===== src/rtl/rcc_pkg.sv =====
// ----------------------------------------------------------------------------
// rcc_pkg: shared types and constants for the resistor color code encoder
// Digit widths, double-dabble geometry and the BCD word passed between the
// conversion pipeline and the band selection stages.
// ----------------------------------------------------------------------------
`default_nettype none

package rcc_pkg;

    // Input and digit geometry
    localparam int RES_W      = 37;
    localparam int DIGIT_W    = 4;
    localparam int NUM_DIGITS = 12;
    localparam int BCD_W      = NUM_DIGITS * DIGIT_W;
    localparam int IDX_W      = 4;

    // Double-dabble shift word: BCD digits above the remaining binary bits
    localparam int DD_W            = BCD_W + RES_W;
    localparam int STEPS_PER_STAGE = 8;
    localparam int NUM_DD_STAGES   = (RES_W + STEPS_PER_STAGE - 1) / STEPS_PER_STAGE;

    // Decimal constants
    localparam logic [DIGIT_W-1:0] DEC_BASE   = 4'd10;
    localparam logic [DIGIT_W-1:0] ROUND_HALF = 4'd5;
    localparam logic [DIGIT_W-1:0] DIGIT_MAX  = 4'd9;
    localparam logic [DIGIT_W-1:0] DD_ADJUST  = 4'd3;

    typedef logic [DIGIT_W-1:0] digit_t;
    typedef logic [NUM_DIGITS-1:0][DIGIT_W-1:0] bcd_t;

endpackage

`default_nettype wire


===== src/rtl/rcc_bcd_pipe.sv =====
// ----------------------------------------------------------------------------
// rcc_bcd_pipe: pipelined binary to BCD conversion
// Runs the shift-and-add-3 conversion of the resistance, up to eight
// steps per register stage, with a valid bit and a local ready per stage.
// ----------------------------------------------------------------------------
`default_nettype none

module rcc_bcd_pipe (
    input  wire logic                      clk,
    input  wire logic                      rst_n,
    input  wire logic                      item_valid,
    output logic                           item_ready,
    input  wire logic [rcc_pkg::RES_W-1:0] resistance,
    output logic                           bcd_valid,
    input  wire logic                      bcd_ready,
    output rcc_pkg::bcd_t                  bcd
);

    import rcc_pkg::*;

    // One conversion step: add 3 to every digit of 5 or more, then shift left
    function automatic logic [DD_W-1:0] dd_step(input logic [DD_W-1:0] w);
        logic [DD_W-1:0] a;
        a = w;
        for (int d = 0; d < NUM_DIGITS; d++)
        begin
            if (a[RES_W + d*DIGIT_W +: DIGIT_W] >= ROUND_HALF)
            begin
                a[RES_W + d*DIGIT_W +: DIGIT_W] = a[RES_W + d*DIGIT_W +: DIGIT_W] + DD_ADJUST;
            end
        end
        return {a[DD_W-2:0], 1'b0};
    endfunction

    logic [DD_W-1:0] work_reg   [NUM_DD_STAGES];
    logic [DD_W-1:0] work_next  [NUM_DD_STAGES];
    logic            valid_reg  [NUM_DD_STAGES];
    logic            stage_ready[NUM_DD_STAGES];

    genvar s;
    generate
        for (s = 0; s < NUM_DD_STAGES; s++)
        begin : g_stage
            logic [DD_W-1:0] stage_in;
            logic            prev_valid;
            logic            next_ready;

            // Pick up the word from the input port or the previous stage
            if (s == 0)
            begin : g_first
                assign stage_in   = {{BCD_W{1'b0}}, resistance};
                assign prev_valid = item_valid;
            end
            else
            begin : g_inner
                assign stage_in   = work_reg[s-1];
                assign prev_valid = valid_reg[s-1];
            end

            if (s == NUM_DD_STAGES - 1)
            begin : g_last
                assign next_ready = bcd_ready;
            end
            else
            begin : g_mid
                assign next_ready = stage_ready[s+1];
            end

            // Advance when empty or when the word ahead moves on
            assign stage_ready[s] = !valid_reg[s] || next_ready;

            // Run this stage's share of the conversion steps
            always_comb
            begin
                work_next[s] = stage_in;
                for (int k = 0; k < STEPS_PER_STAGE; k++)
                begin
                    if (s * STEPS_PER_STAGE + k < RES_W)
                    begin
                        work_next[s] = dd_step(work_next[s]);
                    end
                end
            end

            always_ff @(posedge clk or negedge rst_n)
            begin
                if (!rst_n)
                begin
                    valid_reg[s] <= 1'b0;
                end
                else if (stage_ready[s])
                begin
                    valid_reg[s] <= prev_valid;
                end
            end

            always_ff @(posedge clk)
            begin
                if (stage_ready[s] && prev_valid)
                begin
                    work_reg[s] <= work_next[s];
                end
            end
        end
    endgenerate

    assign item_ready = stage_ready[0];
    assign bcd_valid  = valid_reg[NUM_DD_STAGES-1];
    assign bcd        = work_reg[NUM_DD_STAGES-1][DD_W-1 -: BCD_W];

endmodule

`default_nettype wire


===== src/rtl/resistor_color_code_encoder.sv =====
// ----------------------------------------------------------------------------
// resistor_color_code_encoder: three-band resistor color code
// Converts a resistance in ohms into first digit, second digit and a
// power-of-ten multiplier, rounding half up on the third digit and
// saturating to 9,9,9 with an overrange flag when the value is too large.
//
//   channel  | direction | handshake                   | word
//   ---------+-----------+-----------------------------+-----------------------
//   item     | in        | item_valid / item_ready     | resistance[36:0]
//   result   | out       | result_valid / result_ready | first_digit,
//            |           |                             | second_digit,
//            |           |                             | multiplier, overrange
//
// One word enters per cycle while item_ready is high; a word passes through
// five binary to BCD stages of up to eight shift steps each (37 steps in
// all), one leading-digit select stage and one round and saturate stage.
// Reset clears only the valid bits; the data registers load on acceptance.
// Every stage has its own ready, so bubbles close up and a stalled result
// holds in the output register while earlier stages keep filling.
// ----------------------------------------------------------------------------
`default_nettype none

module resistor_color_code_encoder #(
    parameter int MAX_DIGITS = 11
) (
    input  wire logic                      clk,
    input  wire logic                      rst_n,
    input  wire logic                      item_valid,
    output logic                           item_ready,
    input  wire logic [rcc_pkg::RES_W-1:0] resistance,
    output logic                           result_valid,
    input  wire logic                      result_ready,
    output rcc_pkg::digit_t                first_digit,
    output rcc_pkg::digit_t                second_digit,
    output rcc_pkg::digit_t                multiplier,
    output logic                           overrange
);

    import rcc_pkg::*;

    typedef struct packed {
        digit_t d1;
        digit_t d2;
        digit_t d3;
        digit_t pw;
        logic   too_many;
    } lead_t;

    logic   bcd_valid;
    logic   bcd_ready;
    bcd_t   bcd;

    logic   lead_valid_reg;
    lead_t  lead_reg;
    lead_t  lead_next;
    logic   lead_ready;

    logic   result_valid_reg;
    logic   result_load;
    digit_t first_digit_reg;
    digit_t second_digit_reg;
    digit_t multiplier_reg;
    logic   overrange_reg;
    digit_t first_digit_next;
    digit_t second_digit_next;
    digit_t multiplier_next;
    logic   overrange_next;

    // Binary to BCD conversion
    rcc_bcd_pipe u_bcd_pipe (
        .clk        (clk),
        .rst_n      (rst_n),
        .item_valid (item_valid),
        .item_ready (item_ready),
        .resistance (resistance),
        .bcd_valid  (bcd_valid),
        .bcd_ready  (bcd_ready),
        .bcd        (bcd)
    );

    // Locate the leading nonzero digit and take the top three digits
    always_comb
    begin
        logic [IDX_W-1:0] lead;
        lead = '0;
        for (int d = 1; d < NUM_DIGITS; d++)
        begin
            if (bcd[d] != '0)
            begin
                lead = IDX_W'(d);
            end
        end

        if (lead <= IDX_W'(1))
        begin
            lead_next.d1 = bcd[1];
            lead_next.d2 = bcd[0];
            lead_next.d3 = '0;
            lead_next.pw = '0;
        end
        else
        begin
            lead_next.d1 = bcd[lead];
            lead_next.d2 = bcd[lead - IDX_W'(1)];
            lead_next.d3 = bcd[lead - IDX_W'(2)];
            lead_next.pw = DIGIT_W'(lead - IDX_W'(1));
        end
        lead_next.too_many = (lead >= IDX_W'(MAX_DIGITS));
    end

    assign lead_ready = !lead_valid_reg || result_load;
    assign bcd_ready  = lead_ready;

    always_ff @(posedge clk or negedge rst_n)
    begin
        if (!rst_n)
        begin
            lead_valid_reg <= 1'b0;
        end
        else if (lead_ready)
        begin
            lead_valid_reg <= bcd_valid;
        end
    end

    always_ff @(posedge clk)
    begin
        if (lead_ready && bcd_valid)
        begin
            lead_reg <= lead_next;
        end
    end

    // Round half up on the third digit, carry, then saturate
    always_comb
    begin
        digit_t d1;
        digit_t d2;
        digit_t pw;
        d1 = lead_reg.d1;
        d2 = lead_reg.d2;
        pw = lead_reg.pw;
        if (lead_reg.d3 >= ROUND_HALF)
        begin
            d2 = d2 + DIGIT_W'(1);
        end
        if (d2 == DEC_BASE)
        begin
            d2 = '0;
            d1 = d1 + DIGIT_W'(1);
            if (d1 == DEC_BASE)
            begin
                d1 = DIGIT_W'(1);
                pw = pw + DIGIT_W'(1);
            end
        end

        if (lead_reg.too_many || (pw > DIGIT_MAX))
        begin
            first_digit_next  = DIGIT_MAX;
            second_digit_next = DIGIT_MAX;
            multiplier_next   = DIGIT_MAX;
            overrange_next    = 1'b1;
        end
        else
        begin
            first_digit_next  = d1;
            second_digit_next = d2;
            multiplier_next   = pw;
            overrange_next    = 1'b0;
        end
    end

    // Output register: load when empty or when the held word is taken
    assign result_load = !result_valid_reg || result_ready;

    always_ff @(posedge clk or negedge rst_n)
    begin
        if (!rst_n)
        begin
            result_valid_reg <= 1'b0;
        end
        else if (result_load)
        begin
            result_valid_reg <= lead_valid_reg;
        end
    end

    always_ff @(posedge clk)
    begin
        if (result_load && lead_valid_reg)
        begin
            first_digit_reg  <= first_digit_next;
            second_digit_reg <= second_digit_next;
            multiplier_reg   <= multiplier_next;
            overrange_reg    <= overrange_next;
        end
    end

    assign result_valid = result_valid_reg;
    assign first_digit  = first_digit_reg;
    assign second_digit = second_digit_reg;
    assign multiplier   = multiplier_reg;
    assign overrange    = overrange_reg;

`ifndef SYNTHESIS
    // Saturated results always read 9,9,9
    a_over_sat: assert property (@(posedge clk) disable iff (!rst_n)
        (result_valid && overrange) |->
            (first_digit == DIGIT_MAX && second_digit == DIGIT_MAX
             && multiplier == DIGIT_MAX))
        else $error("overrange result not saturated");

    // Every band is a decimal digit
    a_digit_range: assert property (@(posedge clk) disable iff (!rst_n)
        result_valid |->
            (first_digit <= DIGIT_MAX && second_digit <= DIGIT_MAX
             && multiplier <= DIGIT_MAX))
        else $error("band outside 0 to 9");

    // A scaled value has a nonzero first digit
    a_lead_nonzero: assert property (@(posedge clk) disable iff (!rst_n)
        (result_valid && !overrange && multiplier != '0) |-> (first_digit != '0))
        else $error("scaled result with zero first digit");

    // A stalled select stage holds its word
    a_lead_hold: assert property (@(posedge clk) disable iff (!rst_n)
        (lead_valid_reg && !lead_ready) |=> (lead_valid_reg && $stable(lead_reg)))
        else $error("select stage lost a stalled word");
`endif

endmodule

`default_nettype wire

===== config.mk =====
export PLATFORM = sky130hd
export DESIGN_NAME = resistor_color_code_encoder
export DESIGN_NICKNAME = d
export VERILOG_FILES = /design/src/rtl/rcc_pkg.sv /design/src/rtl/rcc_bcd_pipe.sv /design/src/rtl/resistor_color_code_encoder.sv
export SDC_FILE = /design/constraint.sdc
export NUM_CORES = 1
export LEC_CHECK = 0
export ABC_AREA = 1
export BUFFER_PORTS_ARGS = -buffer_cell sky130_fd_sc_hd__buf_4
export CAP_MARGIN = 30
export CELL_PAD_IN_SITES_DETAIL_PLACEMENT = 1
export CELL_PAD_IN_SITES_GLOBAL_PLACEMENT = 1
export CORE_MARGIN = 5
export CORE_UTILIZATION = 43
export DETAILED_ROUTE_END_ITERATION = 10
export PLACE_DENSITY = 0.77
export SLEW_MARGIN = 20
export SYNTH_ARGS = -nofsm -noshare
export SYNTH_HDL_FRONTEND = slang
export SYNTH_HIERARCHICAL = 1
export SYNTH_SLANG_ARGS = --single-unit

===== constraint.sdc =====
create_clock -name clk -period 5.9 [get_ports clk]
set_clock_uncertainty 0.05 [all_clocks]
set_input_delay 0.295 -clock clk [delete_from_list [all_inputs] [get_ports clk]]
set_output_delay 0.295 -clock clk [all_outputs]
set_load 0.01 [all_outputs]

# Word-level counts from Yosys, hierarchy flattened
# Memory sizes are Yosys's and may differ from the RTL's.
# Cells that the tools add are included.
# totals
memories,1
word_cells,1229
mem_bits_rw,400
register_bits,37
out_inout_bits,15
# op_classes
n_reduce_logical,34
addsub,381
n_mux,411
eq_ne,2
n_lt_le_gt_ge,383
# mem_list
name,depth,width,read_ports,rd_ports_with_merged_regs,write_ports,line,rtl
u_bcd_pipe.work_reg,5,80,5,0,5,rcc_bcd_pipe.sv:35,logic [DD_W-1:0] work_reg [NUM_DD_STAGES];
# op_table
operator,count
$ge A4 B3 Y1 const B,370
$mux W4,357
$add A4 B2 Y4 const B,340
$mux W3,36
$add A3 B2 Y3 const B,29
$bmux W4 S4,3
$reduce_bool A4 Y1,11
$add A1 B2 Y3 const AB,6
$ge A1 B3 Y1 const AB,6
$mux W16,1
$lt A4 B5 Y1 const B,3
$add A4 B1 Y4 const B,3
$mux W1,12
$eq A4 B4 Y1 const B,2
$logic_or A1 B1 Y1,8
$logic_and A1 B1 Y1,7
$logic_not A1 Y1,7
$ge A4 B4 Y1 const B,1
$gt A4 B4 Y1 const B,1
$le A4 B1 Y1 const B,1
$mux W2,2
$sub A4 B1 Y4 const B,1
$sub A4 B2 Y4 const B,1
$add A1 B2 Y3 const B,1
2 further kinds,2

# Depth between registers and ports, before layout
# Gate-level depths: netlist of the first run.
# An unclocked memory read counts as a cell.
# depth
ltp_word,17
depth_mapped,50
ltp_nobuf,50

# Cells and area by module
# The synthesis of the first run kept the hierarchy.
# modules_own_cells
module,instances,area_each_um2,seq_area_each_um2,cells_per_inst
rcc_bcd_pipe,1,28091.9,6731.5,4204
resistor_color_code_encoder,1,3179.3,950.9,483

# Worst setup path after synthesis of the first run
# Ideal clock, no wire load.
# synth_path
path_type,register -> register
start,mem u_bcd_pipe/work_reg[0][177] in the netlist's numbering
end,mem u_bcd_pipe/work_reg[0][263] in the netlist's numbering (data pin)
stages_incl_launch_ff,43
setup_time_ps,256
arrival_ps,5348
path_slack_ps,246
cell_sequence,edfxtp_1 -> inv_1 -> ha_1 -> inv_1 -> nand2_1 -> nand3_2 -> nand3_1 -> inv_1 -> ha_1 -> inv_1 -> nand3_1 -> nand2_1 -> nand2_1 -> nand2_1 -> and2_4 -> nand2_4 -> xor2_2 -> or2_2 -> (+7 left out) -> nand2_1 -> inv_1 -> nand2_1 -> nand2_1 -> o21ai_2 -> nand2_1 -> nand2_2 -> nand2_1 -> o21ai_1 -> nand2_1 -> ha_1 -> a21oi_1 -> xor2_1 -> inv_1 -> nand2_2 -> nand2_2 -> nand2_1 -> o21ai_1
# synth_rtl
item,line
start: declaration,rcc_bcd_pipe.sv:35

==> results of run 1 <==
## repair_timing
item / CTS / global route
pin swaps: 0 / 88
gates resized for setup: 6 / 225
buffers inserted: 2 / 63
hold buffers: 34 / 0
hold endpoints to repair: 40 / 0
endpoints found under the setup margin: 8 / 88
## through the flow
step | area, um^2 | hold WS (ps)
finish | 35700 | 45.4
global route | 35700 | 45.7
CTS | 34400 | 27.7
detailed placement | 32900 | 80.2
global placement | 32900 | 74.2
floorplan | 31300 | -50.6
## per-layer routing
| metal | vias to the layer above | wire length, um |
|---|---|---|
| met5 | - | 0 |
| met4 | 0 | 1360 |
| met3 | 66 | 1450 |
| met2 | 154 | 38100 |
| met1 | 13800 | 31700 |
| li1 | 15500 | - |
## cell usage after synthesis (all sizes together), types with 5 or more instances
cell / instances
o21bai: 5
clkbuf: 7
buf: 11
a31o: 7
a211oi: 6
nand2: 1541
inv: 938
o21ai: 298
a21oi: 133
dfrtp: 7
nor2: 194
xnor2: 23
o21a: 8
xor2: 134
o22ai: 7
ha: 255
nand3: 574
edfxtp: 250
o211ai: 11
or2: 24
and2: 44
nand3b: 23
nand4: 116
a21o: 36
a31oi: 8
nor3: 14
## cell type report
class                   instances  area (um^2)  share of cell area, %
clock buffers                  46          970                   2.72
repair buffers                170         1390                   3.89
flip-flops and latches        257         7680                   21.5
inverters                     940         3530                   9.89
clock inverters                18          128                  0.358
well taps                     950         1190                   3.33
multi-input cells            3472        20800                   58.3
## placed cells by master (no fill, tap or decap), types with 6 or more instances in the layout
cell type and instances:
nand2_2 259, a21oi_1 124, o21ai_0 198, nor3_1 12
xnor2_2 8, o21ai_2 54, xnor2_1 15, edfxtp_1 250
clkbuf_1 8, dlygate4sd3_1 34, buf_4 134, o21ai_1 42
o21a_1 8, inv_2 64, clkinv_2 10, o22ai_1 7
nand2_4 32, xor2_2 15, ha_2 8, nand2_1 1249
a31oi_1 6, or2_2 18, nand3_4 31, nand3_2 98
and2_1 15, inv_1 874, a21o_1 33, ha_1 247
xor2_1 115, a31o_2 7, and2_4 27, nand3b_1 23
nor2_1 184, dfrtp_1 7, o211ai_1 11, nand3_1 445
nand4_1 116, clkbuf_16 37
## cell families (layout without fill, tap and decap cells)
logic type | Yosys count | count (layout) | share of synthesized area [%]
simple gates | 2535 | 2535 | 38.7
buf+inv | 958 | 1174 | 11.6
compound gates | 524 | 524 | 9.82
flops | 257 | 257 | 24.6
fa+ha+maj | 255 | 255 | 10.2
xor+xnor | 157 | 157 | 5.03
mux | 1 | 1 | 0.0320
## worst paths after layout
check                                                            from                                            to  slack, ps
worst max-delay path            u_bcd_pipe/work_reg[0][177]$_DFFE_PP_         u_bcd_pipe/work_reg[0][250]$_DFFE_PP_        380
worst max register to register  u_bcd_pipe/work_reg[0][177]$_DFFE_PP_         u_bcd_pipe/work_reg[0][250]$_DFFE_PP_        380
min in group clk                                       resistance[31]          u_bcd_pipe/work_reg[0][31]$_DFFE_PP_        210
max in group asynchronous                                       rst_n                      result_valid$_DFFE_PN0P_       5610
worst min register to register   u_bcd_pipe/work_reg[0][71]$_DFFE_PP_         u_bcd_pipe/work_reg[0][151]$_DFFE_PP_        360
worst min-delay path                                            rst_n  u_bcd_pipe/g_stage[1].prev_valid$_DFFE_PN0N_         50
## critical path: cells and delay by family (launching register included)
kind,cells,cell delay (ps)
adders and majority gates,7,1330
buffers and inverters,7,550
DFF,1,390
and+or+nand+nor,32,2960
==> results by stage, run 1 <==
Timing:
- The minimum period implied by the final worst setup slack is around 5500 ps.
- Setup slack on the critical path of the routed design comes to 381 ps.
- After routing, the total negative slack on setup checks comes to 0 ps.
- The count of final max-slew check failures is 0.
- The share of the clock period used by the worst path is 93.5%.
- Timing would allow up to about 180 MHz.
- For the pin with the worst max-slew slack, the measured transition is roughly 800 ps.
- Measured against its own limit, the worst slew margin works out to 47.5%.
- Setup repair after global routing could not meet its margin everywhere.
- Setup violations remaining at the end of the flow were counted as 0.
- The number of hold-slack violations in the final timing report is 0.

Routing:
- Once detail routing completed, the nets flagged for antenna violations numbered 0.
- Before antenna repair, the detailed router went through 5 iterations.
- In the routed layout, each cell is associated on average with a via count of around 5.
- The detailed router finished its first iteration with 957 violations.
- After detailed routing, the number of remaining DRC violations is 0.
- Dividing the detail-routed wire length by the instance count gives 12.4 um.
- The total number of vias is 29500.
- The final wirelength is 72600 um.

Worst setup path:
- The logic depth of the worst register-to-register path is between 40 and 50.
- In this design, the stage delay of the slowest critical-path cell is between 300 and 400 ps.
- The worst setup path is captured at a flip-flop.
- The cell that appears most often on the critical path is nand2_1.
- The type of the worst setup path is reg -> reg.
- The launching element type of the critical path is a flip-flop.
- Of all nets on the critical path, the largest fanout is 5.
- The critical path data required time is 6160 ps.
- Among all stages on the critical path, the largest delay is contributed by edfxtp_1.
- The signal arrival time at the worst endpoint is 5780 ps.

Final layout:
- Of the cells placed in the final design, the portion with a size suffix greater than 1 is approximately 17%.
- The area growth from synthesis to layout is 14.0%.
- The number of antenna cells inserted is 0.
- The finished layout holds 5853 standard cells, fillers aside.
- The final core utilization is 49.6%.
- In the final design database the tool counted slightly above 5000 nets.
- The register with the most flip-flops in the layout has 220 of them.
- The filler cell count is 9535.

Placement:
- At the end of routability-driven placement, the weighted congestion stood at between 0.7 and 0.8.
- The number of I/O port buffers is 55.
- The worst setup timing slack at the placement stage is -116 ps.
- After legalization and detailed placement, the total HPWL measured about 57000 um.
- The number of placed instances with taps included is 5690.

Synthesis:
- The synthesized design contains between 200 and 300 enable-type register cells.
- The biggest area contributor in the post-synthesis netlist is edfxtp_1.
- The synthesized design contains between 200 and 300 register bits.
- The sequential fraction of the synthesis area is ~25%.
- The synthesized netlist occupies a cell area of between 30000 and 40000 um^2.
- The cell count after synthesis is about 4700.
- The mean area per synthesized cell is between 6 and 7 um^2.
- The number of different library cells used by synthesis comes to just under 60.
- After synthesis, the share of flip-flops with an asynchronous set or reset is around 2.7%.
- The count of yosys warnings during synthesis is 6.
- Yosys attributes the largest share of cell area to edfxtp_1, nand2_1, inv_1.
- The post-synth net total is 4983.
- The most used flip-flop cell after synthesis is edfxtp_1.
- Of the post-synthesis cell area, the dominant cell type holds 24.0%.

Floorplan:
- The site row count is 98.
- The floorplan step set the die width to 280 um.
- The die outline height is around 280 um.
- The total area inside the core boundary comes to 71900 um^2.
- The number of ports placed on the die boundary is between 50 and 60.
- Once the floorplan was initialized, standard cells occupied 43.5% of the core.
- The die area is between 70000 and 80000 um^2.

Worst hold path:
- The worst min-delay path category is in -> async.

Clock network:
- The sink count of the clock tree is roughly 260.
- The clock network latency to the later pin of the worst-skew pair is 560 ps.
- The number of CTS-inserted buffers is 36.
- The clock tree from TritonCTS is done.
- The H-tree level count is 2.
- The clock passes through at most 3 buffers.
- The clock slew seen by the registers of the worst setup and hold paths is roughly 60 ps.
- In this run the clock root is driven by a clkbuf_16.

GRT:
- The peak-usage layer in the global routing report is met2.
- Global routing finished with a remaining overflow of 0.
- Entering global routing, the biggest net connects 57 pins.
- The number of antenna violations at the first check in global routing is 0.
- The met1 track demand over resource is a little over 20%.
- The via count of the first global-routing pass came to slightly below 30000.
- Global routing used between 2 and 2.5% of the available met3 tracks.
- The first-pass GRT wire length is 126000 um.
- For met2 alone, demand over resource in global routing was around a third.
- The global-route total usage across every layer is between 15 and 20%.

Run status:
- The flow ran to the end, and the final reports show no timing, DRC or antenna violations.

Flow run:
- Across the run, the number of max-cap violations was 0.
Power of run 1 is not shown: default switching activity piles up to over one toggle a cycle in this logic, so the estimate is an artifact.
==> run 2: changes to the inputs <==
Settings changed: PLACE_DENSITY 0.77 to 0.76, SYNTH_HIERARCHICAL 1 to not set.
==> results by stage, run 2 <==
Worst setup path:
- The launching element type of the critical path is a flip-flop.
- The signal arrival time at the worst endpoint is 5850 ps (+70 ps).
- The maximum fanout along the worst path is 5 (unchanged).
- In this run the critical register-to-register path is captured at u_bcd_pipe.work_reg[0][201]$_DFFE_PP_.
- The startpoint of the most critical register-to-register path is u_bcd_pipe.work_reg[0][120]$_DFFE_PP_.
- On the critical path, the stage with the largest delay is an instance of edfxtp_1.
- Counting stages on the worst path, the most repeated cell is nand2_1.
- The setup slack on the worst flop-to-flop path came to 290 ps (-90 ps).
- The longest individual stage delay on the worst path came to 440 ps (+50 ps).
- The critical path is of the reg -> reg type.
- The logic depth of the worst register-to-register path is 42 (-8.7%).
- STA classifies the critical path endpoint as a flip-flop.
- The critical path data required time was 6150 ps (about the same).

Final layout:
- The most common cell after layout, fill and taps aside is nand2_1.
- The combined area of the multi-input logic cells is 21400 um^2 (+3.2%).
- The net total in the final layout is 5159 (-0.27%).
- The share of post-route cells with drive strength above 1 was 21.3% (+3.9 points).
- The sequential cell area in the final layout is 7680 um^2 (unchanged).
- The flip-flop count of the largest register after layout is 220 (unchanged).
- The filler cell count is 9506 (-0.30%).
- The number of antenna cells inserted is 0 (unchanged).
- The layout overhead on the synthesized area is 16.1%.
- The top cell types in the final layout, fill and taps aside, are nand2_1, inv_1, nand3_1.
- The final core utilization is 50.3% (+0.62 points).

Clock network:
- The number of buffers on the longest clock path is 3 (unchanged).
- The clock network latency to the later pin of the worst-skew pair is 560 ps (about the same).
- The clock slew seen by the registers of the worst setup and hold paths is 60 ps (about the same).
- The clock tree root driver cell is clkbuf_16.
- The sink count of the clock tree is 257 (unchanged).
- The number of CTS-inserted buffers is 35 (-2.8%).
- The H-tree level count is 2 (unchanged).
- The clock tree from TritonCTS is done.

Timing:
- The tightest slew margin relative to the limit is 42.7% (-4.8 points).
- The number of hold-slack violations in the final timing report is 0 (unchanged).
- The final worst-path setup slack is 293 ps (-87.8 ps).
- The count of final max-slew check failures is 0 (unchanged).
- The measured slew at the worst slew-check pin was 856 ps (+69.4 ps).
- The minimum period implied by the final worst setup slack is 5610 ps (+87.8 ps).
- The share of the clock period used by the worst path is 95.0% (+1.5 points).
- The maximum achievable frequency is 178 MHz (-1.6%).
- The final-report setup violation count is 0 (unchanged).

GRT:
- The first-pass GRT wire length came to 126000 um (+0.52%).
- The via count of the first global-routing pass is 29800 (+0.54%).
- The number of antenna violations at the first check in global routing is 0 (unchanged).
- The global-route total usage across every layer was 17.9% (+0.042 points).
- The pin count of the biggest net entering global routing is 49 (-14%).
- The global-route congestion overflow total came to 0 (unchanged).

Routing:
- The initial DRC count came to 739 (-23%).
- The final wirelength was 74600 um (+2.7%).
- The total number of vias came to 29600 (+0.30%).
- The average via count per standard cell is 5.07 (+0.57%).
- The count of antenna-violating nets left after detailed routing is 0 (unchanged).
- The first-pass iteration count of the detailed router is 5 (unchanged).
- The routed wire length per instance came to 12.8 um (+3.0%).
- The detailed-route DRC error count is 0 (unchanged).

Worst hold path:
- For hold timing, the worst endpoint is u_bcd_pipe.work_reg[0][33]$_DFFE_PP_.
- The worst min-delay path category is in -> reg.
- The start point of the worst hold path is resistance[30].
- The worst hold path cell count is 2.

Synthesis:
- The area share of and/or/nand/nor cells after synthesis is 38.1% (-0.65 points).
- The most frequently used flop master after synthesis is edfxtp_1.
- The post-synth net total is 4931 (-1.0%).
- The number of library cell types mapped by synthesis is 68 (+17%).
- The sequential fraction of the synthesis area is 24.3% (-0.24 points).
- The number of enable-type register cells in the synthesized netlist is 250 (unchanged).
- The share of synthesized area spent on multiplexers is 0.254% (+0.22 points).
- The area share of the leading cell type in the synthesized netlist is 23.8% (-0.24 points).
- The adder-cell share of the synthesized area is 10.5% (+0.33 points).
- By area the synthesized netlist is led by edfxtp_1, nand2_1, inv_1.
- The commonest cells after synthesis are nand2_1, inv_1, nand3_1.
- By area, the combinational part of the netlist is dominated by simple AND/OR/NAND/NOR gates.
- The share of synthesized flip-flops with an asynchronous set or reset was 2.72% (unchanged).
- Of all cell types, the one taking the most synthesized area is edfxtp_1.
- The synthesized area is 31600 um^2 (+1.0%).
- The number of synthesized register bits is 257 (unchanged).
- The mean area per synthesized cell is 6.83 um^2 (+2.4%).
- The count of yosys warnings during synthesis is 0 (-6).
- The complex-gate fraction of the synthesized area is 10.6% (+0.82 points).
- In the post-synthesis netlist, the cell with the most instances is nand2_1.
- The cell count after synthesis is 4624 (-1.3%).
- The synthesized-area fraction occupied by xor and xnor cells is 4.88% (-0.16 points).

Run status:
- The flow ran to the end, and the final reports show no timing, DRC or antenna violations.

Floorplan:
- The number of ports placed on the die boundary is 56 (unchanged).
- The die outline height is 281 um (+0.48%).
- The site row count is 99 (+1.0%).
- The die area is 79000 um^2 (+0.97%).
- The area of the placeable core is 73000 um^2 (+1.5%).
- The horizontal extent of the die was 281 um (+0.48%).
- The effective utilization at floorplan is 43.3% (-0.23 points).

Placement:
- The worst setup timing slack at the placement stage is -147 ps (-31.0 ps).
- The number of I/O port buffers was 55 (unchanged).
- The total half-perimeter wirelength after legalization and detailed placement is 58100 um (+1.5%).
- The routability congestion estimate from global placement is 0.798 (+2.5%).

Flow run:
- The count of max-cap constraint violations is 0 (unchanged).
[run 2: cell count changes in the layout (fill, tap and decap cells not counted), sizes merged, moves of 12 or more]
cell,delta
nand3,-81
o21ai,+17
a21oi,-12
inv,-12
buf,+39
nand2,-51
nand4,+24
[run 2: worst max-delay path: cells and delay by family, from the launching register on]
family                     cells  cell delay [ps]
and+or+nand+nor               29             3130
adders and majority gates      5              930
buffers and inverters          8              810
DFF                            1              440
[run 2: logic make-up (layout without fill, tap and decap cells)]
kind of cell	count (synthesis)	after routing
adder cells (fa/ha/maj)	266	266
AND/OR/NAND/NOR	2424	2424
XOR/XNOR	157	157
multiplexers	8	8
flip-flops	257	257
AO/OA/AOI/OAI	561	561
buffers and inverters	951	1205
[run 2: cell type report]
cell class | instances | share of cell area (%)
Multi-Input combinational cell | 3416 | 58.5
Sequential cell | 257 | 21.0
Inverter | 934 | 9.57
Timing Repair Buffer | 208 | 4.51
Tap cell | 959 | 3.27
Clock buffer | 42 | 2.54
Clock inverter | 21 | 0.676
[run 2: worst max path at each step]
stage | from | endpoint | slack [ps]
2_1_floorplan | u_bcd_pipe.work_reg[0][220]$_DFFE_PP_ | u_bcd_pipe.work_reg[0][301]$_DFFE_PP_ | 390
3_3_place_gp | u_bcd_pipe.work_reg[0][116]$_DFFE_PP_ | u_bcd_pipe.work_reg[0][204]$_DFFE_PP_ | 30
3_5_place_dp | u_bcd_pipe.work_reg[0][32]$_DFFE_PP_ | u_bcd_pipe.work_reg[0][117]$_DFFE_PP_ | -150
4_1_cts | u_bcd_pipe.work_reg[0][36]$_DFFE_PP_ | u_bcd_pipe.work_reg[0][117]$_DFFE_PP_ | 2
5_1_grt | u_bcd_pipe.work_reg[0][120]$_DFFE_PP_ | u_bcd_pipe.work_reg[0][201]$_DFFE_PP_ | -170
6_report | u_bcd_pipe.work_reg[0][120]$_DFFE_PP_ | u_bcd_pipe.work_reg[0][201]$_DFFE_PP_ | 290
[run 2: through the flow]
stage / instances / area [um^2] / TNS, ps / hold WS [ps]
2_1_floorplan: 4624 / 31600 / 0 / -50.6
3_3_place_gp: 5635 / 33300 / 0 / 71.3
3_5_place_dp: 5636 / 33300 / -1310 / 72.6
4_1_cts: 5743 / 35000 / 0 / 11.5
5_1_grt: 5837 / 36700 / -1960 / 19.2
6_report: 5837 / 36700 / 0 / 38.0
[run 2: what timing repair did]
action                     CTS  global route
setup endpoints to repair   34            81
hold endpoints to repair    39             0
hold buffers                33             0
gates resized for setup     28           267
pin swaps                    7           138
buffers inserted            11            92
[run 2: per-layer routing]
metal | share of wire, % | global-route usage, % | vias up
li1 | - | - | 15400
met1 | 42 | 19.8 | 13900
met2 | 55 | 36.6 | 138
met3 | 1.5 | 1.61 | 81
met4 | 1.8 | 3.77 | 0
met5 | 0 | 0 | -
Power of run 2 is left out for the same reason.
==> run 3: changes to the inputs <==
Settings changed: CORE_UTILIZATION 43 to 45.
Clock period 5.9 ns to 6.3 ns, I/O delays scaled along.
==> results by stage, run 3 (synthesized netlist as in run 2, its figures left out) <==
Run status:
- The run finished with clean final reports.

Placement:
- The placement-stage cell area is 33200 um^2 (-0.21%).
- The number of I/O port buffers is 55 (unchanged).
- The worst setup timing slack at the placement stage is 213 ps (+360 ps).
- The total half-perimeter wirelength after legalization and detailed placement is 57500 um (-0.93%).
- The routability congestion estimate from global placement is 0.812 (+1.8%).

Worst setup path:
- The launching element type of the critical path is a flip-flop.
- The type of the worst setup path is reg -> reg.
- In this design, the critical path's most frequently occurring cell is ha_1.
- The critical path data required time is 6560 ps (+410 ps).
- The longest individual stage delay on the worst path is 410 ps (-30 ps).
- The maximum fanout along the worst path came to 5 (unchanged).
- The signal arrival time at the worst endpoint is 6120 ps (+270 ps).
- The worst setup path is captured at a flip-flop.
- The cell with the biggest individual delay on the critical path is edfxtp_1.
- The dominant delay contributor by cell family on the critical path is simple AND/OR/NAND/NOR gates.
- The buffering stage count on the worst path with inverters included is 4 (-4).

Timing:
- The count of final max-slew check failures is 0 (unchanged).
- The minimum period implied by the final worst setup slack came to 5860 ps (+249 ps).
- The final worst-path setup slack is 444 ps (+151 ps).
- The share of the clock period used by the worst path is 93.0% (-2.1 points).
- The maximum achievable frequency is 171 MHz (-4.3%).
- The measured slew at the worst slew-check pin is 921 ps (+64.5 ps).
- The final-report setup violation count came to 0 (unchanged).
- The tightest slew margin relative to the limit is 38.1% (-4.6 points).
- The number of hold-slack violations in the final timing report came to 0 (unchanged).
- The worst slack on hold paths is 60.7 ps (+22.7 ps).

Final layout:
- Leaving out fill and tap cells, the most frequent cells in the layout are nand2_1, inv_1, nand3_1.
- The final core utilization is 50.4% (+0.13 points).
- The finished layout cell area is 35200 um^2 (-4.1%).
- The share of post-route cells with drive strength above 1 is 16.6% (-4.8 points).
- From synthesis to final layout, the design area changed by 11.3%.
- The net total in the final layout was 5076 (-1.6%).
- The filler cell count was 9224 (-3.0%).
- The most common cell after layout, fill and taps aside is nand2_1.
- The flip-flop count of the largest register after layout came to 220 (unchanged).
- The number of antenna cells inserted is 0 (unchanged).

GRT:
- The pin count of the biggest net entering global routing is 55 (+12%).
- The global-route total usage across every layer is 18.4% (+0.54 points).
- The via count of the first global-routing pass came to 29300 (-1.7%).
- The number of antenna violations at the first check in global routing is 0 (unchanged).
- The first-pass GRT wire length came to 124000 um (-1.6%).
- The global-route congestion overflow total is 0 (unchanged).

Routing:
- The count of antenna-violating nets left after detailed routing is 0 (unchanged).
- The first-pass iteration count of the detailed router is 5 (unchanged).
- The average via count per standard cell is 5.04 (-0.62%).
- The detailed-route DRC error count is 0 (unchanged).
- The total number of vias came to 28900 (-2.3%).
- The initial DRC count is 741 (+0.27%).
- The final wirelength is 70900 um (-5.0%).
- The routed wire length per instance is 12.4 um (-3.3%).

Clock network:
- The clock network latency to the later pin of the worst-skew pair is 560 ps (about the same).
- The clock tree root driver cell is clkbuf_16.
- The number of buffers on the longest clock path is 3 (unchanged).
- The clock slew seen by the registers of the worst setup and hold paths came to 50 ps (about the same).
- The H-tree level count is 2 (unchanged).
- The sink count of the clock tree is 257 (unchanged).
- TritonCTS built the clock tree.
- The number of CTS-inserted buffers is 35 (unchanged).

Floorplan:
- The effective utilization at floorplan is 45.3% (+2.0 points).
- The area of the placeable core is 69800 um^2 (-4.3%).
- The site row count was 97 (-2.0%).
- The number of ports placed on the die boundary came to 56 (unchanged).
- The horizontal extent of the die is 275 um (-2.2%).
- The die outline height is 275 um (-2.2%).
- The die area is 75600 um^2 (-4.3%).

Worst hold path:
- The worst min-delay path category is in -> reg.

Flow run:
- The count of max-cap constraint violations came to 0 (unchanged).
[run 3: cell count changes in the layout (fill, tap and decap cells not counted), moves of 20 or more]
cell / previous run / this run
buf_4: 173 / 91
nand2_1: 1156 / 1216
nand3_1: 303 / 348
nand2_2: 276 / 232
nand3_4: 38 / 10
inv_2: 76 / 55
inv_1: 850 / 870
[run 3: area by class of cell]
cell class	instances	area [um^2]	share of cell area, %
Tap cell	940	1180	3.35
Sequential cell	257	7680	21.9
Timing Repair Buffer	125	1030	2.94
Clock inverter	22	282	0.801
Clock buffer	42	912	2.59
Multi-Input combinational cell	3416	20600	58.5
Inverter	934	3510	9.98
[run 3: final timing paths]
check | from | end | slack [ps] | cells past startpoint
worst max register to register | u_bcd_pipe.work_reg[0][220]$_DFFE_PP_ | u_bcd_pipe.work_reg[0][301]$_DFFE_PP_ | 440 | 40
worst max-delay path | u_bcd_pipe.work_reg[0][220]$_DFFE_PP_ | u_bcd_pipe.work_reg[0][301]$_DFFE_PP_ | 440 | 40
worst min-delay path | resistance[30] | u_bcd_pipe.work_reg[0][33]$_DFFE_PP_ | 60 | 2
min in group asynchronous | rst_n | lead_valid_reg$_DFFE_PN0P_ | 70 | 2
worst min register to register | u_bcd_pipe.work_reg[0][95]$_DFFE_PP_ | u_bcd_pipe.work_reg[0][183]$_DFFE_PP_ | 360 | 0
max in group asynchronous | rst_n | u_bcd_pipe.g_stage[1].prev_valid$_DFFE_PN0N_ | 6000 | 2
[run 3: repair_timing]
item,4_1_cts,5_1_grt
setup endpoints to repair,0,53
endpoints found under the hold margin,39,0
hold buffers,33,0
gates resized for setup,0,77
buffers inserted,0,27
[run 3: metrics by stage]
step / setup TNS [ps] / cells
2_1_floorplan: 0 / 4624
3_3_place_gp: 0 / 5610
3_5_place_dp: 0 / 5611
4_1_cts: 0 / 5708
5_1_grt: -248 / 5736
6_report: 0 / 5736
[run 3: metal layers]
layer	vias to the layer above	share of wire [%]	track usage, %
met5	-	0	0
li1	15300	-	-
met4	0	1.8	3.75
met2	128	53	37.4
met1	13400	43	20.6
met3	90	1.8	1.81
Power of run 3 is left out for the same reason.
